$ cat config.mk
export PLATFORM = sky130hd
export DESIGN_NAME = glos_div
export DESIGN_NICKNAME = d
export VERILOG_FILES = /design/src/rtl/core/glos_pkg.sv /design/src/rtl/core/glos_div.sv
export SDC_FILE = /design/constraint.sdc
export NUM_CORES = 1
export LEC_CHECK = 0
export BUFFER_PORTS_ARGS = -buffer_cell sky130_fd_sc_hd__buf_2
export CAP_MARGIN = 20
export CELL_PAD_IN_SITES_DETAIL_PLACEMENT = 0
export CELL_PAD_IN_SITES_GLOBAL_PLACEMENT = 1
export CORE_MARGIN = 5
export CORE_UTILIZATION = 40
export CTS_CLUSTER_DIAMETER = 100
export DETAILED_ROUTE_END_ITERATION = 8
export HOLD_SLACK_MARGIN = 0.1
export PLACE_DENSITY_LB_ADDON = 0.1
export SLEW_MARGIN = 5
export SYNTH_ARGS = -nofsm -noshare
export SYNTH_HDL_FRONTEND = slang
export SYNTH_SLANG_ARGS = --single-unit
$ cat constraint.sdc
create_clock -name clock -period 4 [get_ports clock]
set_input_delay 0.8 -clock clock [delete_from_list [all_inputs] [get_ports clock]]
set_output_delay 0.8 -clock clock [all_outputs]
set_load 0.1 [all_outputs]
$ cat src/rtl/core/glos_pkg.sv
package glos_pkg;

   localparam int GridSideDefault = 64;
   localparam int FracBitsDefault = 8;
   localparam int CoordWidth = 14;
   localparam int CellWidth = 9;
   localparam int SideCsrWidth = 7;
   localparam int SideResetValue = 64;

   localparam logic [1:0] MODE_WRITE = 2'd0;
   localparam logic [1:0] MODE_SIGHT = 2'd1;
   localparam logic [1:0] MODE_WALK = 2'd2;
   localparam logic [1:0] MODE_RESERVED = 2'd3;

   typedef struct packed {
      logic [1:0] mode;
      logic [CoordWidth-1:0] start_x;
      logic [CoordWidth-1:0] start_y;
      logic [CoordWidth-1:0] end_x;
      logic [CoordWidth-1:0] end_y;
      logic signed [7:0] cell_walkable;
      logic cell_tower;
   } req_type;

   typedef struct packed {
      logic path_clear;
      logic range_error;
   } rsp_type;

endpackage

$ cat src/rtl/core/glos_div.sv
// restoring divider, one quotient bit per cycle
module glos_div
   import glos_pkg::*;
#(
   parameter int Width = 28
) (
   input logic clock,
   input logic reset,
   input logic start,
   input logic [Width-1:0] dividend,
   input logic [Width-1:0] divisor,
   output logic done,
   output logic [Width-1:0] quotient
);
   localparam int CntWidth = $clog2(Width + 1);

   logic [Width-1:0] quo_ff, quo_in;
   logic [Width-1:0] rem_ff, rem_in;
   logic [Width-1:0] dvs_ff, dvs_in;
   logic [CntWidth-1:0] cnt_ff, cnt_in;
   logic busy_ff, busy_in;
   logic done_ff, done_in;
   logic [Width:0] trial;

   always_comb begin
      quo_in = quo_ff;
      rem_in = rem_ff;
      dvs_in = dvs_ff;
      cnt_in = cnt_ff;
      busy_in = busy_ff;
      done_in = 1'b0;
      trial = {rem_ff, quo_ff[Width-1]} - {1'b0, dvs_ff};
      if (start) begin
         quo_in = dividend;
         rem_in = '0;
         dvs_in = divisor;
         cnt_in = CntWidth'(Width);
         busy_in = 1'b1;
      end else if (busy_ff) begin
         if (!trial[Width]) begin
            rem_in = trial[Width-1:0];
            quo_in = {quo_ff[Width-2:0], 1'b1};
         end else begin
            rem_in = {rem_ff[Width-2:0], quo_ff[Width-1]};
            quo_in = {quo_ff[Width-2:0], 1'b0};
         end
         cnt_in = cnt_ff - 1'b1;
         if (cnt_ff == CntWidth'(1)) begin
            busy_in = 1'b0;
            done_in = 1'b1;
         end
      end
   end

   always_ff @(posedge clock) begin
      quo_ff <= quo_in;
      rem_ff <= rem_in;
      dvs_ff <= dvs_in;
      cnt_ff <= cnt_in;
      if (reset) begin
         busy_ff <= 1'b0;
         done_ff <= 1'b0;
      end else begin
         busy_ff <= busy_in;
         done_ff <= done_in;
      end
   end

   assign done = done_ff;
   assign quotient = quo_ff;
endmodule

==> impl_metrics.ini <==
[die]
initial_core_util_pct = 41.2
die_h_microns = 124
dieArea_sq_um = 15500
num_rows = 41
io_pins = 88
core_sq_um = 12700
dieWidth_microns = 124

[power_and_ir_drop]
peakVddDrop_uv = 311
p_per_area_nw_per_um2 = 489
p_comb_share_pct = 32.6
power_switching_mw = 1.05
switching_share_pct = 35.1
seqPwrFrac_pct = 38.7
power.share.clock_pct = 28.7
p_int_mw = 1.94
power.leakage_nw = 2.59

[synth]
yosys_most_used_dff = edfxtp_1
synthArstFlopShare_pct = 0
synth_warnings = 0
synth-seq-cells = 91
yosysSeqAreaShare_pct = 45.5
syn_nets = 587
synth_area_sq_um = 5240
synth.distinct_cells = 61
synth-edff-count = 56
syn_inst = 497
syn_avg_cell_area_sq_um = 10.5

[hold_path]
hp-class = reg2reg
hold_depth = 2
whs_endpoint = rem_ff[24]
hold_start = rem_ff[24]

[worst_setup_path]
worstSetupStartpointType = flop
arrival_ns = 3.57
worstPathRequired_ns = 4.19
crit_chain = inv_1 -> ha_1 -> fa_1 -> nor2b_1 -> o211ai_1 -> a21o_1 -> a311oi_2 -> o211ai_2 -> and2_4 -> o211ai_4 -> buf_12 -> mux2i_1 -> a211oi_1
rr_worst_depth = 13
crit_path_top_delay_cell = fa_1
critPathMaxStageDelay_ns = 0.40
rr_endpoint = rem_ff[3]
worst-path-max-fanout = 25
criticalPathCategory = reg2reg
r2r-start = quotient[27]
reg2reg_slack_ns = 0.62
path_buf_inv = 2
crit_family = compound AO/OA/AOI/OAI gates
critPathCaptureType = flop

[global_route]
grt_overflow = 0
antenna_found_initial = 0
grt_pass1_wl_mm = 19.0
grt_usage_pct = 15.0
grt_pass1_vias = 3869
grt_max_degree = 35

[route]
route.detailed.drc = 0
route.vias.total = 3862
drtIter0Drc = 128
firstDrtPassIters = 4
avgRoutedWirePerCell_microns = 15.0
via_per_inst = 5.12
wl_mm = 11.3
route.antenna.remaining_nets = 0

[placed_design]
io_buffer_count = 87
place_ws_ns = 0.616
place_congestion = 0.804
hpwl_mm = 8.22

[timing]
fin_crit_ns = 3.38
fin_ws_ns = 0.615
rsz0062_at_grt = no
fin_skew_ns = 0.0102
finalSetupViolCount = 0
tightest_slew_ns = 0.942
slew-limit-headroom_pct = 37.1
max_clock_freq_mhz = 295
timing.final.crit_share_pct = 84.6
setup_tns_ns = 0
finalHoldViolCount = 0
slew_viol_final = 0

[final_layout]
num-fill-cells = 1233
diodes = 0
drive_gt1_share_pct = 24.5
final_net_count = 668
areaGrowthSynthToFinish_pct = 16.8

[flow_run]
maxCapViolCount = 0

[clock_network]
path_clk_slew_ns = 0.07
cts_buffers = 9
insertion_delay_ns = 0.35
clock_sinks = 91
hold_buffers = 0
cts_setup_buffers = 0
htreeDepth = 3
cts_tree = built
cts_resized = 0
cts_max_path_buffers = 2
cts_root_buffer = clkbuf_16

[outcome]
outcome = complete, no violations
## worst reg2reg max path, stage by stage, from the launching register on
cell and delay, ns:
edfxtp_1 0.36, inv_1 0.05, ha_1 0.21, fa_1 0.40
nor2b_1 0.18, o211ai_1 0.17, a21o_1 0.24, a311oi_2 0.33
o211ai_2 0.14, and2_4 0.19, o211ai_4 0.33, buf_12 0.27
mux2i_1 0.25, a211oi_1 0.09
## cells in the mapped netlist (6+ instances only)
cell type / n / area, sq um
nand2b_1: 14 / 87.6
inv_1: 34 / 128
mux2_2: 28 / 315
dfxtp_1: 35 / 701
o21a_1: 7 / 52.6
nor2b_1: 8 / 50.1
nor3_1: 9 / 45.0
o21ai_0: 14 / 70.1
nand3_1: 7 / 35.0
o211ai_1: 6 / 45.0
ha_1: 30 / 375
a21o_1: 10 / 75.1
clkbuf_1: 16 / 60.1
o21ai_1: 9 / 45.0
xnor2_1: 15 / 131
nand2_1: 22 / 82.6
a21oi_1: 24 / 120
edfxtp_1: 56 / 1680
mux2i_1: 24 / 240
xor2_1: 8 / 70.1
nor2_1: 43 / 161
a211oi_1: 22 / 165
## layout by cell type (no fill, tap or decap), types with 15 or more instances in the layout
master	n
edfxtp_1	56
a21oi_1	24
xnor2_1	15
inv_1	34
nand2_1	22
buf_2	86
mux2_2	28
dfxtp_1	35
nor2_1	43
ha_1	30
a211oi_1	22
mux2i_1	24
## power by group through the flow
stage	clock network (mW)	registers [mW]	logic (mW)
2_1_floorplan	0	1.39	0.592
3_3_place_gp	0	1.18	0.971
4_1_cts	0.895	1.16	0.984
3_5_place_dp	0	1.18	0.981
5_1_grt	0.929	1.17	1.07
6_report	0.859	1.16	0.974
## cell families (layout without fill, tap and decap cells)
kind of cell / Yosys count / in the layout / share of synthesized area [%]
fa+ha+maj: 31 / 31 / 7.55
simple gates: 129 / 129 / 12.6
buf+inv: 56 / 142 / 4.76
mux: 52 / 52 / 10.6
flops: 91 / 91 / 45.5
xor+xnor: 23 / 23 / 3.85
compound gates: 115 / 115 / 15.1
## worst max path at each step
stage                  from          to  cells past startpoint
5_1_grt        quotient[27]   rem_ff[8]                     13
6_report       quotient[27]   rem_ff[3]                     13
4_1_cts        quotient[27]   rem_ff[3]                     13
2_1_floorplan  quotient[27]  rem_ff[25]                     13
3_3_place_gp   quotient[27]   rem_ff[6]                     13
3_5_place_dp   quotient[27]   rem_ff[3]                     13
## flip-flops by register name, summed over array words and instances, names as in the netlist
name      cells
dvs_ff       28
done          1
cnt_ff        5
quotient     28
busy_ff       1
rem_ff       28
## metal layers
metal / wire length, microns / part of all wire [%] / GRT usage, %
met4: 184 / 1.6 / 5.16
met3: 580 / 5.1 / 5.15
met2: 4950 / 44 / 22.6
met5: 0 / 0 / 0
met1: 5570 / 49 / 20.1
## cell type report
cell class                      instances  area (sq um)  area share (%)
Clock buffer                           11           233            3.81
Timing Repair Buffer                   92           488            7.98
Tap cell                              172           215            3.52
Inverter                               34           128            2.09
Multi-Input combinational cell        350          2610            42.6
Clock inverter                          5          63.8            1.04
Sequential cell                        91          2380            39.0
## through the flow
| step | instances | power (mW) | utilization (%) | hold WS (ns) | cell area, sq um |
|---|---|---|---|---|---|
| after floorplan | 497 | 1.98 | - | 0.445 | 5240 |
| after detailed placement | 739 | 2.16 | 45.7 | 0.471 | 5820 |
| after global placement | 739 | 2.15 | 45.7 | 0.458 | 5820 |
| after global routing | 755 | 3.17 | 48.1 | 0.500 | 6110 |
| after CTS | 755 | 3.04 | 48.1 | 0.483 | 6110 |
| final | 755 | 2.99 | 48.1 | 0.478 | 6110 |
(Power assumes the default switching activity.)
